[src/tcw_pkg.sv]
// Package for the text console writer: command and character codes, stream
// widths, the item kind decode and the controller/datapath interface structs.
// No dependencies.
package tcw_pkg;

    // Stream payload widths (fields packed from bit 0, padded to bytes)
    localparam int S_DATA_W = 32;
    localparam int M_DATA_W = 40;

    // Input field widths
    localparam int CMD_W   = 3;
    localparam int CHAR_W  = 8;
    localparam int COLOR_W = 4;
    localparam int CADDR_W = 11;

    // Output field widths
    localparam int OROW_W  = 5;
    localparam int OCOL_W  = 7;
    localparam int ATTR_W  = 8;
    localparam int CELL_W  = 16;

    // Command codes
    localparam logic [CMD_W-1:0] CMD_PUT   = 3'd0;
    localparam logic [CMD_W-1:0] CMD_CLEAR = 3'd1;
    localparam logic [CMD_W-1:0] CMD_FG    = 3'd2;
    localparam logic [CMD_W-1:0] CMD_BG    = 3'd3;
    localparam logic [CMD_W-1:0] CMD_READ  = 3'd4;

    // Character codes with special meaning
    localparam logic [CHAR_W-1:0] CHAR_TAB   = 8'd9;
    localparam logic [CHAR_W-1:0] CHAR_NL    = 8'd10;
    localparam logic [CHAR_W-1:0] CHAR_CR    = 8'd13;
    localparam logic [CHAR_W-1:0] CHAR_SPACE = 8'h20;

    // Attribute after reset and clear: light grey on black
    localparam logic [ATTR_W-1:0] RESET_ATTR = 8'h07;

    // What the latched item asks for
    typedef enum logic [2:0] {
        K_NONE  = 3'd0,
        K_NL    = 3'd1,
        K_CR    = 3'd2,
        K_EMIT  = 3'd3,
        K_CLEAR = 3'd4,
        K_FG    = 3'd5,
        K_BG    = 3'd6,
        K_READ  = 3'd7
    } kind_t;

    // Controller to datapath commands
    typedef struct packed {
        logic take;          // latch the incoming transaction
        logic first_emit;    // emit count comes from the item, not the counter
        logic emit;          // write one character at the cursor
        logic line_down;     // move down one row, column to zero
        logic scroll_begin;  // column to zero, start the sweep counter
        logic col_zero;      // carriage return
        logic set_fg;
        logic set_bg;
        logic clear_begin;   // cursor home, attribute reset, start sweep
        logic read_issue;    // read the addressed cell
        logic copy_step;     // one step of the scroll copy
        logic blank_step;    // write one blank cell at the sweep counter
        logic load_out;      // capture the result word
    } ctl_t;

    // Datapath to controller status
    typedef struct packed {
        kind_t kind;
        logic  last_row;     // cursor sits on the bottom row
        logic  wrap_last;    // row full on the bottom row: scroll before write
        logic  first_one;    // item needs exactly one character
        logic  left_one;     // one character left in the running tab
        logic  copy_end;     // scroll copy has reached the last row
        logic  fill_end;     // sweep counter at the last cell
    } stat_t;

endpackage

[src/tcw_ctrl.sv]
// Controller for the text console writer: sequences put, scroll, clear and
// read, and owns the stream handshakes. Depends on tcw_pkg.
module tcw_ctrl (
    input  logic           aclk,
    input  logic           aresetn,
    input  logic           s_tvalid,
    output logic           s_tready,
    output logic           m_tvalid,
    input  logic           m_tready,
    input  tcw_pkg::stat_t stat,
    output tcw_pkg::ctl_t  ctl
);
    import tcw_pkg::*;

    typedef enum logic [6:0] {
        ST_IDLE     = 7'b0000001,
        ST_DISPATCH = 7'b0000010,
        ST_EMIT     = 7'b0000100,
        ST_COPY     = 7'b0001000,
        ST_BLANK    = 7'b0010000,
        ST_CLEAR    = 7'b0100000,
        ST_FINISH   = 7'b1000000
    } state_t;

    state_t state_reg, state_next;
    logic   ret_emit_reg, ret_emit_next;
    logic   m_tvalid_reg, m_tvalid_next;
    logic   out_free;

    assign out_free = !m_tvalid_reg || m_tready;
    assign m_tvalid = m_tvalid_reg;

    // Next state and commands
    always_comb begin
        state_next    = state_reg;
        ret_emit_next = ret_emit_reg;
        ctl           = '0;
        s_tready      = 1'b0;
        unique case (state_reg)
            ST_IDLE: begin
                s_tready = 1'b1;
                if (s_tvalid) begin
                    ctl.take   = 1'b1;
                    state_next = ST_DISPATCH;
                end
            end
            ST_DISPATCH: begin
                ctl.first_emit = 1'b1;
                state_next     = ST_FINISH;
                case (stat.kind)
                    K_NL: begin
                        if (stat.last_row) begin
                            ctl.scroll_begin = 1'b1;
                            ret_emit_next    = 1'b0;
                            state_next       = ST_COPY;
                        end else begin
                            ctl.line_down = 1'b1;
                        end
                    end
                    K_CR:  ctl.col_zero = 1'b1;
                    K_EMIT: begin
                        if (stat.wrap_last) begin
                            ctl.scroll_begin = 1'b1;
                            ret_emit_next    = 1'b1;
                            state_next       = ST_COPY;
                        end else begin
                            ctl.emit = 1'b1;
                            if (!stat.first_one) begin
                                state_next = ST_EMIT;
                            end
                        end
                    end
                    K_CLEAR: begin
                        ctl.clear_begin = 1'b1;
                        state_next      = ST_CLEAR;
                    end
                    K_FG:   ctl.set_fg     = 1'b1;
                    K_BG:   ctl.set_bg     = 1'b1;
                    K_READ: ctl.read_issue = 1'b1;
                    default: ;
                endcase
            end
            ST_EMIT: begin
                if (stat.wrap_last) begin
                    ctl.scroll_begin = 1'b1;
                    ret_emit_next    = 1'b1;
                    state_next       = ST_COPY;
                end else begin
                    ctl.emit = 1'b1;
                    if (stat.left_one) begin
                        state_next = ST_FINISH;
                    end
                end
            end
            ST_COPY: begin
                ctl.copy_step = 1'b1;
                if (stat.copy_end) begin
                    state_next = ST_BLANK;
                end
            end
            ST_BLANK: begin
                ctl.blank_step = 1'b1;
                if (stat.fill_end) begin
                    state_next = ret_emit_reg ? ST_EMIT : ST_FINISH;
                end
            end
            ST_CLEAR: begin
                ctl.blank_step = 1'b1;
                if (stat.fill_end) begin
                    state_next = ST_FINISH;
                end
            end
            ST_FINISH: begin
                // Hand over the result and take the next transaction at once
                if (out_free) begin
                    ctl.load_out = 1'b1;
                    s_tready     = 1'b1;
                    if (s_tvalid) begin
                        ctl.take   = 1'b1;
                        state_next = ST_DISPATCH;
                    end else begin
                        state_next = ST_IDLE;
                    end
                end
            end
            default: state_next = ST_IDLE;
        endcase
    end

    // Hold the result valid until the receiver takes it
    always_comb begin
        m_tvalid_next = m_tvalid_reg;
        if (ctl.load_out) begin
            m_tvalid_next = 1'b1;
        end else if (m_tready) begin
            m_tvalid_next = 1'b0;
        end
    end

    always_ff @(posedge aclk) begin
        if (!aresetn) begin
            state_reg    <= ST_IDLE;
            ret_emit_reg <= 1'b0;
            m_tvalid_reg <= 1'b0;
        end else begin
            state_reg    <= state_next;
            ret_emit_reg <= ret_emit_next;
            m_tvalid_reg <= m_tvalid_next;
        end
    end

endmodule

[config.mk]
export PLATFORM = sky130hd
export DESIGN_NAME = tcw_ctrl
export DESIGN_NICKNAME = d
export VERILOG_FILES = /design/src/tcw_pkg.sv /design/src/tcw_ctrl.sv
export SDC_FILE = /design/constraint.sdc
export NUM_CORES = 1
export LEC_CHECK = 0
export BUFFER_PORTS_ARGS = -buffer_cell sky130_fd_sc_hd__buf_2
export CAP_MARGIN = 20
export CORE_MARGIN = 1.5
export CORE_UTILIZATION = 45
export DETAILED_ROUTE_END_ITERATION = 7
export PLACE_DENSITY = 0.73
export SLEW_MARGIN = 20
export SYNTH_ARGS = -nofsm -noshare
export SYNTH_HDL_FRONTEND = slang
export SYNTH_SLANG_ARGS = --single-unit
[constraint.sdc]
create_clock -name aclk -period 3.45 [get_ports aclk]
set_input_delay 0.1725 -clock aclk [delete_from_list [all_inputs] [get_ports aclk]]
set_output_delay 0.1725 -clock aclk [all_outputs]
set_load 0.05 [all_outputs]
-- Yosys cells after proc, flatten, opt, wreduce, memory -nomap -nowiden
Cells that the tools add are included.
- input bits: 13
- latch bits: 0
- bits in read-only memories: 0
- bits in registers: 9
- output and inout bits: 15
- memory bits (writable): 0
- memories: 0
- reduce and logical (&&, ||, !) cells: 7
- $lt $le $gt $ge: 0
- equal/unequal tests: 22
- $mul: 0
- multiplexer cells: 45
- divide/modulo/power cells: 0
- bitwise operators: 0
- shift-type cells: 0
- add/sub/neg operators: 0
- operators with widths (operator ; number):
    $mux W7 ; 11
    $pmux W7 S7 ; 1
    $mux W1 ; 23
    $pmux W7 S3 ; 1
    $pmux W1 S2 ; 7
    $eq A3 B3 Y1 const B ; 4
    $ne A2 B2 Y1 const B ; 5
    $eq A7 B1 Y1 const B ; 1
    $eq A7 B2 Y1 const B ; 1
    $eq A7 B3 Y1 const B ; 1
    $eq A7 B4 Y1 const B ; 1
    $eq A7 B5 Y1 const B ; 1
    $eq A7 B6 Y1 const B ; 1
    $eq A7 B7 Y1 const B ; 1
    $eq A3 B2 Y1 const B ; 2
    $ne A3 B3 Y1 const B ; 2
    $reduce_and A6 Y1 ; 1
    $mux W5 ; 1
    $reduce_bool A2 Y1 ; 2
    $eq A3 B1 Y1 const B ; 1
    $ne A3 B1 Y1 const B ; 1
    $reduce_and A3 Y1 ; 1
    $mux W2 ; 1
    $reduce_or A2 Y1 ; 1
    other kinds (2) ; 2

-- Depth between registers and ports, before layout
Gate-level depths: netlist of the first run.
- depth after elaboration: 5
- depth in mapped cells: 5

-- Least setup slack after synthesis of the first run
Ideal clock, no wire load.
- kind: register to output
- start: register state_reg[4]
- end: output port ctl[7] (netlist bit)
- setup slack: 0.054 ns
- required time: 3.277 ns
- stages on the path, launching flop included: 5
- arrival: 3.223 ns
- cell sequence: dfxtp_1 buf_6 or4_4 nor2_2 nor4b_1
- RTL lines (what ; line ; RTL):
    start: declaration ; tcw_ctrl.sv:25 ; state_t state_reg, state_next;
    start signal: assignment ; tcw_ctrl.sv:146 ; state_reg <= state_next;
    end: declaration ; tcw_ctrl.sv:11 ; output tcw_pkg::ctl_t ctl

==> run metrics, run 1 <==
register area share after synthesis=0.215; post-CTS sizing=0; post-route clock period utilization=0.668; global-route wire length before repair=between 3000 and 4000 um; Inst Count DP=approximately 150; worst skew pair latency=approximately 0.27 ns; leading area contributor after synthesis=dfxtp_1; Synth Register Bits=9; # diodes=0; logic depth of the worst register-to-register path=4; CTS root buf=clkbuf_4; asr flop ratio synth=0; worst vdd ir=0.264 mV; post-synthesis net count=around 120; Least-Margin Pin Slew=~0.43 ns; Critical Path Start=state_reg[1]; CTS tree=done; RSZ-0062 raised after global routing=no; Worst Clk Skew=between 0.004 and 0.005 ns; GP Congestion=around 0.82; Clock Power Share=0.265; cell area after synthesis=between 800 and 900 um^2; CTS clk-pin slew, worst paths=0.06 ns; internal power=roughly 190 uW; hold_ws=around 0.2 ns; layout cells sized above 1=0.354; hold path endpoint=state_reg[2]; WL/cell=about 13 um; num rows=15; length of routed met2 wiring=between 1000 and 1500 um; reg2reg start=state_reg[2]; combinational cell fraction of total power=0.365; CTS Buf Count=3; endpoint type of the worst setup path=output port; crit path DAT=2.13 ns; Core Region=roughly 1700 um^2; Largest register FFs=7; Slowest-stage cell, CP=or3b_2; endpoints failing setup=0; Seq pwr share=0.371; Die Ht=around 46 um; Slew headroom=0.711; antenna violations before repair=0; Pre-antenna DRT Iters=4; fmax=434 MHz; drt via density=between 5 and 6; synth unique cells=45; Ys Warns=0; Vias=885; Worst R2R Setup Slack=~1.7 ns; Slew Viols, Final=0; post-route ant nets=0; largest net degree at the start of global routing=10; RR Endpoint=state_reg[6]; Mapped Cells=roughly 100; Period minus WS final=2.30 ns; Top Layer Used=met3; Post-synth EDFFs=0; clk buf depth=2; Setup Crit Path Kind=reg2out; Worst Hold Class=in2reg; top-area cell type share of the netlist area=0.215; H-tree levels=1; Port Buf Inserts=27; Layout Cells excl Fill=about 160; aggregate global routing overflow=0; Global Route Usage Sum=0.215; IO Count=28; Routed WL=approximately 2100 um; hold depth=4; predominant post-synthesis flop cell=dfxtp_1; Starting DRT DRC Count=14; status=finished, final reports clean; Data required, critical path=roughly 3.3 ns; CP Launch Type=flip-flop; die area=approximately 2100 um^2; final hold violations=0; Avg Synthesized Cell Area=8.22 um^2; hold_buf cts=0; Switching Fraction=0.387; clk sink count=9; number of global-route vias before repair=733; top cells by area, synth=dfxtp_1, nor2_1, nor4_4, nand2b_1, inv_1; CP cell instances=or3b_2 -> nor2_2 -> nor4b_1 -> buf_2; Fin Setup TNS=0 ns; HP Start=stat[2]; fin nets=approximately 140; metal1 wirelength=982 um; met3 routed WL=roughly 83 um; Die W=approximately 46 um; # DRC=0; Post-CTS Repair Setup Buffers=0; CP max stage delay=0.56 ns; Switch Pwr=122 uW; pwr dens=313 nW/um^2; Pleak=between 0.0004 and 0.0005 uW; Initial Utilization=0.480; Layout area overhead=20.1%; crit path max fanout=9; Final HPWL DP=1630 um; Max-Cap Viols=0
## layer usage
| layer | up-vias | track usage |
|---|---|---|
| met3 | 0 | 0.0588 |
| met1 | 429 | 0.299 |
| met4 | 0 | 0.0343 |
| met2 | 11 | 0.333 |
| met5 | - | 0 |
| li1 | 445 | - |
## area by class of cell
type	count	area (um^2)
fillers	181	738
well taps	25	31.3
flip-flops and latches	9	180
multi-input cells	83	608
clock buffers	4	26.3
repair buffers	27	135
inverters	7	26.3
## cell usage after synthesis, types with 2 or more instances
cell type,number
nor2_1,12
dfxtp_1,9
inv_1,7
nand2_1,5
nand2b_1,5
nor3_1,5
a21oi_1,4
nand3_1,4
o31ai_1,3
and3_1,2
nor3b_1,2
nor4_1,2
nor4_4,2
o211a_1,2
o21a_1,2
o31ai_2,2
or3_1,2
or3_4,2
or3b_2,2
or4_4,2
or4b_1,2
## cell usage in the layout (no fill, tap or decap), drive strengths merged, types with 2 or more instances in the layout
cell    Yosys  layout
a211oi      2       2
a21oi       4       4
a311oi      2       2
and3        2       2
buf         3      27
clkbuf      0       4
dfxtp       9       9
inv         7       7
nand2       5       5
nand2b      5       5
nand3       4       4
nor2       13      13
nor3        6       6
nor3b       2       2
nor4        4       4
o211a       2       2
o21a        2       2
o31ai       5       5
or3         4       4
or3b        2       2
or4         2       2
or4b        2       2
## cell families (layout without fill, tap and decap cells)
| group | Yosys count | count (layout) | share of synthesized area |
|---|---|---|---|
| and+or+nand+nor | 58 | 58 | 0.464 |
| buffers and inverters | 10 | 38 | 0.0597 |
| DFF | 9 | 9 | 0.215 |
| AOI/OAI and AO/OA | 23 | 23 | 0.240 |
| xor gates and xnor gates | 2 | 2 | 0.0209 |
## critical path, delay by kind of cell, from the launching register on
| family | cells | cell delay [ns] |
|---|---|---|
| and+or+nand+nor | 3 | 1.03 |
| DFF | 1 | 0.52 |
| buffers and inverters | 1 | 0.31 |
## power by group through the flow
| stage | Clock [uW] | Combinational (uW) | Sequential [uW] |
|---|---|---|---|
| 6_report | 83.6 | 115 | 117 |
| 2_1_floorplan | 0 | 89.2 | 114 |
| 5_1_grt | 92.6 | 122 | 118 |
| 4_1_cts | 85.3 | 114 | 117 |
| 3_3_place_gp | 0 | 112 | 119 |
| 3_5_place_dp | 0 | 114 | 119 |
## metrics by stage
step | utilization | total power (uW) | instance area, um^2 | setup slack (ns)
floorplan | - | 204 | 838 | 0.0543
global placement | 0.562 | 230 | 981 | 1.50
detailed placement | 0.562 | 233 | 981 | 1.43
CTS | 0.577 | 316 | 1010 | 1.14
global route | 0.577 | 333 | 1010 | 0.921
finish | 0.577 | 316 | 1010 | 1.15
## worst max-delay path by stage
stage	end	slack, ns
6_report	ctl[7]	1.15
5_1_grt	ctl[7]	0.92
4_1_cts	ctl[7]	1.14
3_5_place_dp	ctl[7]	1.43
3_3_place_gp	ctl[7]	1.50
2_1_floorplan	ctl[7]	0.05
Power figures use the tool's default switching activity.
==> run 2: changes to the inputs <==
Clock period 3.45 ns to 2.3 ns, I/O delays scaled along.
==> run metrics, run 2 (synthesized netlist as in run 1, its figures left out) <==
status=finished, final reports clean; CTS root buf=clkbuf_4; endpoints failing setup=0; fin nets=144; Tot Pwr=slightly below 500 uW; die area=between 2000 and 2500 um^2; WL/cell=about 14 um; Layout Cells excl Fill=approximately 160; Worst Clk Skew=approximately 0.012 ns; post-route clock period utilization=0.965; hold_buf cts=0; Slew Viols, Final=0; endpoint type of the worst setup path=output port; Layout area overhead=24.8%; num rows=15; post-route ant nets=0; hold_ws=0.122 ns; dpl cell area=1020 um^2; Period minus WS final=between 2 and 2.5 ns; number of global-route vias before repair=slightly below 800; pwr dens=462 nW/um^2; Core Region=1750 um^2; worst skew pair latency=0.27 ns; Routed WL=~2200 um; crit path DAT=2.10 ns; worst vdd ir=0.266 mV; Global Route Usage Sum=0.235; GP Congestion=about 0.82; Post-CTS Repair Setup Buffers=0; Die W=around 46 um; IO Count=28; # diodes=0; Starting DRT DRC Count=24; Slew headroom=0.708; CP Launch Type=flip-flop; Inst Count DP=151; final hold violations=0; drt via density=just under 6; commonest non-fill, non-tap cell in the layout=buf_2; fin area=between 1000 and 1500 um^2; RSZ-0062 raised after global routing=no; aggregate global routing overflow=0; Worst Hold Class=in2reg; Initial Utilization=0.480; crit path max fanout=8; H-tree levels=1; Fin Setup TNS=0 ns; Setup Crit Path Kind=reg2out; most frequent cells in the layout=buf_2, nor2_1, dfxtp_1; Pleak=between 0.0004 and 0.0005 uW; Max-Cap Viols=0; Port Buf Inserts=27; antenna violations before repair=0; CTS clk-pin slew, worst paths=approximately 0.070 ns; Vias=between 900 and 1000; layout cells sized above 1=0.400; Die Ht=around 46 um; Largest register FFs=7; Pre-antenna DRT Iters=4; Least-Margin Pin Slew=around 0.43 ns; largest net degree at the start of global routing=10; Final HPWL DP=roughly 1700 um; clk sink count=9; Data required, critical path=roughly 2.2 ns; # DRC=0; global-route wire length before repair=roughly 3600 um; CTS tree=done; CTS Buf Count=3; fmax=about 450 MHz; clk buf depth=2
-- run 2: path summary, 6_finish.rpt --
| check | from | end | slack, ns | depth (start not counted) |
|---|---|---|---|---|
| max | state_reg[4] | ctl[12] | 0.08 | 5 |
| min | s_tvalid | state_reg[1] | 0.12 | 2 |
| max reg2reg | state_reg[6] | state_reg[0] | 0.51 | 4 |
| min reg2reg | ret_emit_reg | ret_emit_reg | 0.54 | 1 |
-- run 2: critical path, cell delays in order (launching register included) --
cell     delay, ns
dfxtp_1       0.39
or3_4         0.44
or3_4         0.41
o32ai_2       0.17
and2_2        0.18
buf_2         0.25
-- run 2: metrics by stage --
stage,util,worst slack [ns]
after floorplan,-,0.0187
after global placement,0.584,0.393
after detailed placement,0.584,0.350
after CTS,0.599,0.0395
after global routing,0.599,0.00433
final,0.599,0.0816
-- run 2: per-layer routing --
layer,up-vias,global-route usage,part of all wire
met1,432,0.323,0.45
met2,24,0.353,0.48
met4,0,0.0800,0.011
met5,-,0,0
met3,5,0.0588,0.058
li1,448,-,-
-- run 2: layout make-up --
cell class	instances	area [um^2]
Sequential cell	9	181
Timing Repair Buffer	27	135
Clock buffer	4	26.3
Multi-Input combinational cell	83	646
Fill cell	179	699
Tap cell	25	31.3
Inverter	7	26.3
-- run 2: power by group --
part / total, uW / leakage, uW / internal, uW / switching, uW
logic: 179 / 0.000352 / 63.2 / 116
registers: 177 / 0.0000733 / 162 / 14.2
clock network: 127 / 0.0000150 / 67.0 / 59.7
total: 483 / 0.000440 / 293 / 190
-- run 2: repair_timing --
item | CTS | global route
endpoints found under the setup margin | 0 | 5
gates resized for setup | 0 | 1
hold endpoints to repair | 0 | 0
==> run 3: changes to the inputs <==
Settings changed: PLACE_DENSITY 0.73 to default, PLACE_DENSITY_LB_ADDON from default to 0.3.
Clock period 2.3 ns to 2.5 ns, I/O delays scaled along.
==> run metrics, run 3 (synthesized netlist as in run 1, its figures left out) <==
# DRC=0; final hold violations=0; hold_buf cts=0; Fin Setup TNS=0 ns; crit path max fanout=8; commonest non-fill, non-tap cell in the layout=buf_2; Worst Hold Class=in2reg; pwr dens=430 nW/um^2; Global Route Usage Sum=0.225; most used cell, CP=or3_4; area of the multi-input gates=between 600 and 700 um^2; post-route ant nets=0; # diodes=0; Data required, critical path=approximately 2.4 ns; Layout area overhead=22.1%; Post-CTS Repair Setup Buffers=0; num rows=15; Initial Utilization=0.480; number of global-route vias before repair=around 750; Largest register FFs=7; Period minus WS final=2.23 ns; Pre-antenna DRT Iters=4; clk sink count=9; Max-Cap Viols=0; IO Count=28; worst skew pair latency=0.27 ns; GP Congestion=around 0.82; Final HPWL DP=~1700 um; crit path DAT=about 2.1 ns; Starting DRT DRC Count=23; reg2reg start=state_reg[0]; Least-Margin Pin Slew=0.448 ns; worst vdd ir=0.267 mV; global-route wire length before repair=3380 um; Slowest-stage cell, CP=or3_4; logic depth of the worst register-to-register path=4; RR Endpoint=state_reg[6]; Die W=roughly 46 um; CTS tree=done; endpoint type of the worst setup path=output port; fin nets=between 100 and 150; Vias=between 800 and 900; die area=about 2100 um^2; Setup Crit Path Kind=reg2out; Routed WL=between 2000 and 2500 um; post-route clock period utilization=0.893; Die Ht=46.2 um; clk buf depth=2; hold depth=2; Core Region=1750 um^2; WL/cell=14.3 um; register area=roughly 180 um^2; fill count=around 170; CP cell instances=or3_4 -> or3_4 -> o32ai_2 -> and2_1 -> buf_2; Critical Path Start=state_reg[4]; Worst R2R Setup Slack=roughly 0.7 ns; endpoints failing setup=0; CP max stage delay=about 0.44 ns; Port Buf Inserts=27; CTS clk-pin slew, worst paths=0.06 ns; CTS root buf=clkbuf_4; CTS Buf Count=3; H-tree levels=1; largest net degree at the start of global routing=10; aggregate global routing overflow=0; Critical Path End=ctl[12]; drt via density=roughly 5.7; Slew headroom=0.699; antenna violations before repair=0; status=finished, final reports clean; fmax=between 400 and 500 MHz; Slew Viols, Final=0; hold_ws=approximately 0.15 ns; CP Launch Type=flip-flop; post-CTS sizing=0; Worst Clk Skew=0.00112 ns; Pleak=0.000433 uW; layout cells sized above 1=0.385; RSZ-0062 raised after global routing=no; most frequent cells in the layout=buf_2, nor2_1, dfxtp_1
-- run 3: routing by layer --
metal,wire [um],track usage,vias up,share of wire
met5,0,0,-,0
met2,1090,0.350,23,0.49
li1,-,-,448,-
met3,109,0.0706,3,0.049
met4,19,0.0743,0,0.0086
met1,1000,0.293,416,0.45
-- run 3: per-stage QoR --
| stage | instance area, um^2 | total power [uW] | util | setup slack [ns] | instances |
|---|---|---|---|---|---|
| 2_1_floorplan | 855 | 282 | - | -0.186 | 102 |
| 3_3_place_gp | 997 | 319 | 0.571 | 0.606 | 151 |
| 3_5_place_dp | 997 | 324 | 0.571 | 0.570 | 151 |
| 4_1_cts | 1020 | 441 | 0.586 | 0.265 | 155 |
| 5_1_grt | 1020 | 464 | 0.586 | 0.134 | 155 |
| 6_report | 1020 | 440 | 0.586 | 0.266 | 155 |
-- run 3: worst min-delay path by stage --
stage | endpoint | slack (ns) | startpoint
floorplan | ret_emit_reg | 0.26 | aresetn
global placement | state_reg[1] | 0.42 | s_tvalid
detailed placement | state_reg[1] | 0.41 | s_tvalid
CTS | state_reg[1] | 0.14 | s_tvalid
global route | state_reg[1] | 0.16 | s_tvalid
finish | state_reg[1] | 0.15 | s_tvalid
-- run 3: area by class of cell --
cell class / count / area share
Multi-Input combinational cell: 83 / 0.610
Sequential cell: 9 / 0.176
Timing Repair Buffer: 27 / 0.132
Tap cell: 25 / 0.0306
Clock buffer: 4 / 0.0257
Inverter: 7 / 0.0257
-- run 3: worst max-delay path: cells and delay by family (launching register included) --
kind / cells / cell delay (ns)
AND/OR/NAND/NOR: 3 / 1.03
flip-flops: 1 / 0.38
buffers and inverters: 1 / 0.25
AO/OA/AOI/OAI: 1 / 0.18
-- run 3: power by group --
group	internal, uW	leakage (uW)	switching, uW
Clock	61.7	0.0000150	53.4
Combinational	56.6	0.000345	106
Sequential	149	0.0000730	13.1
Total	267	0.000433	172
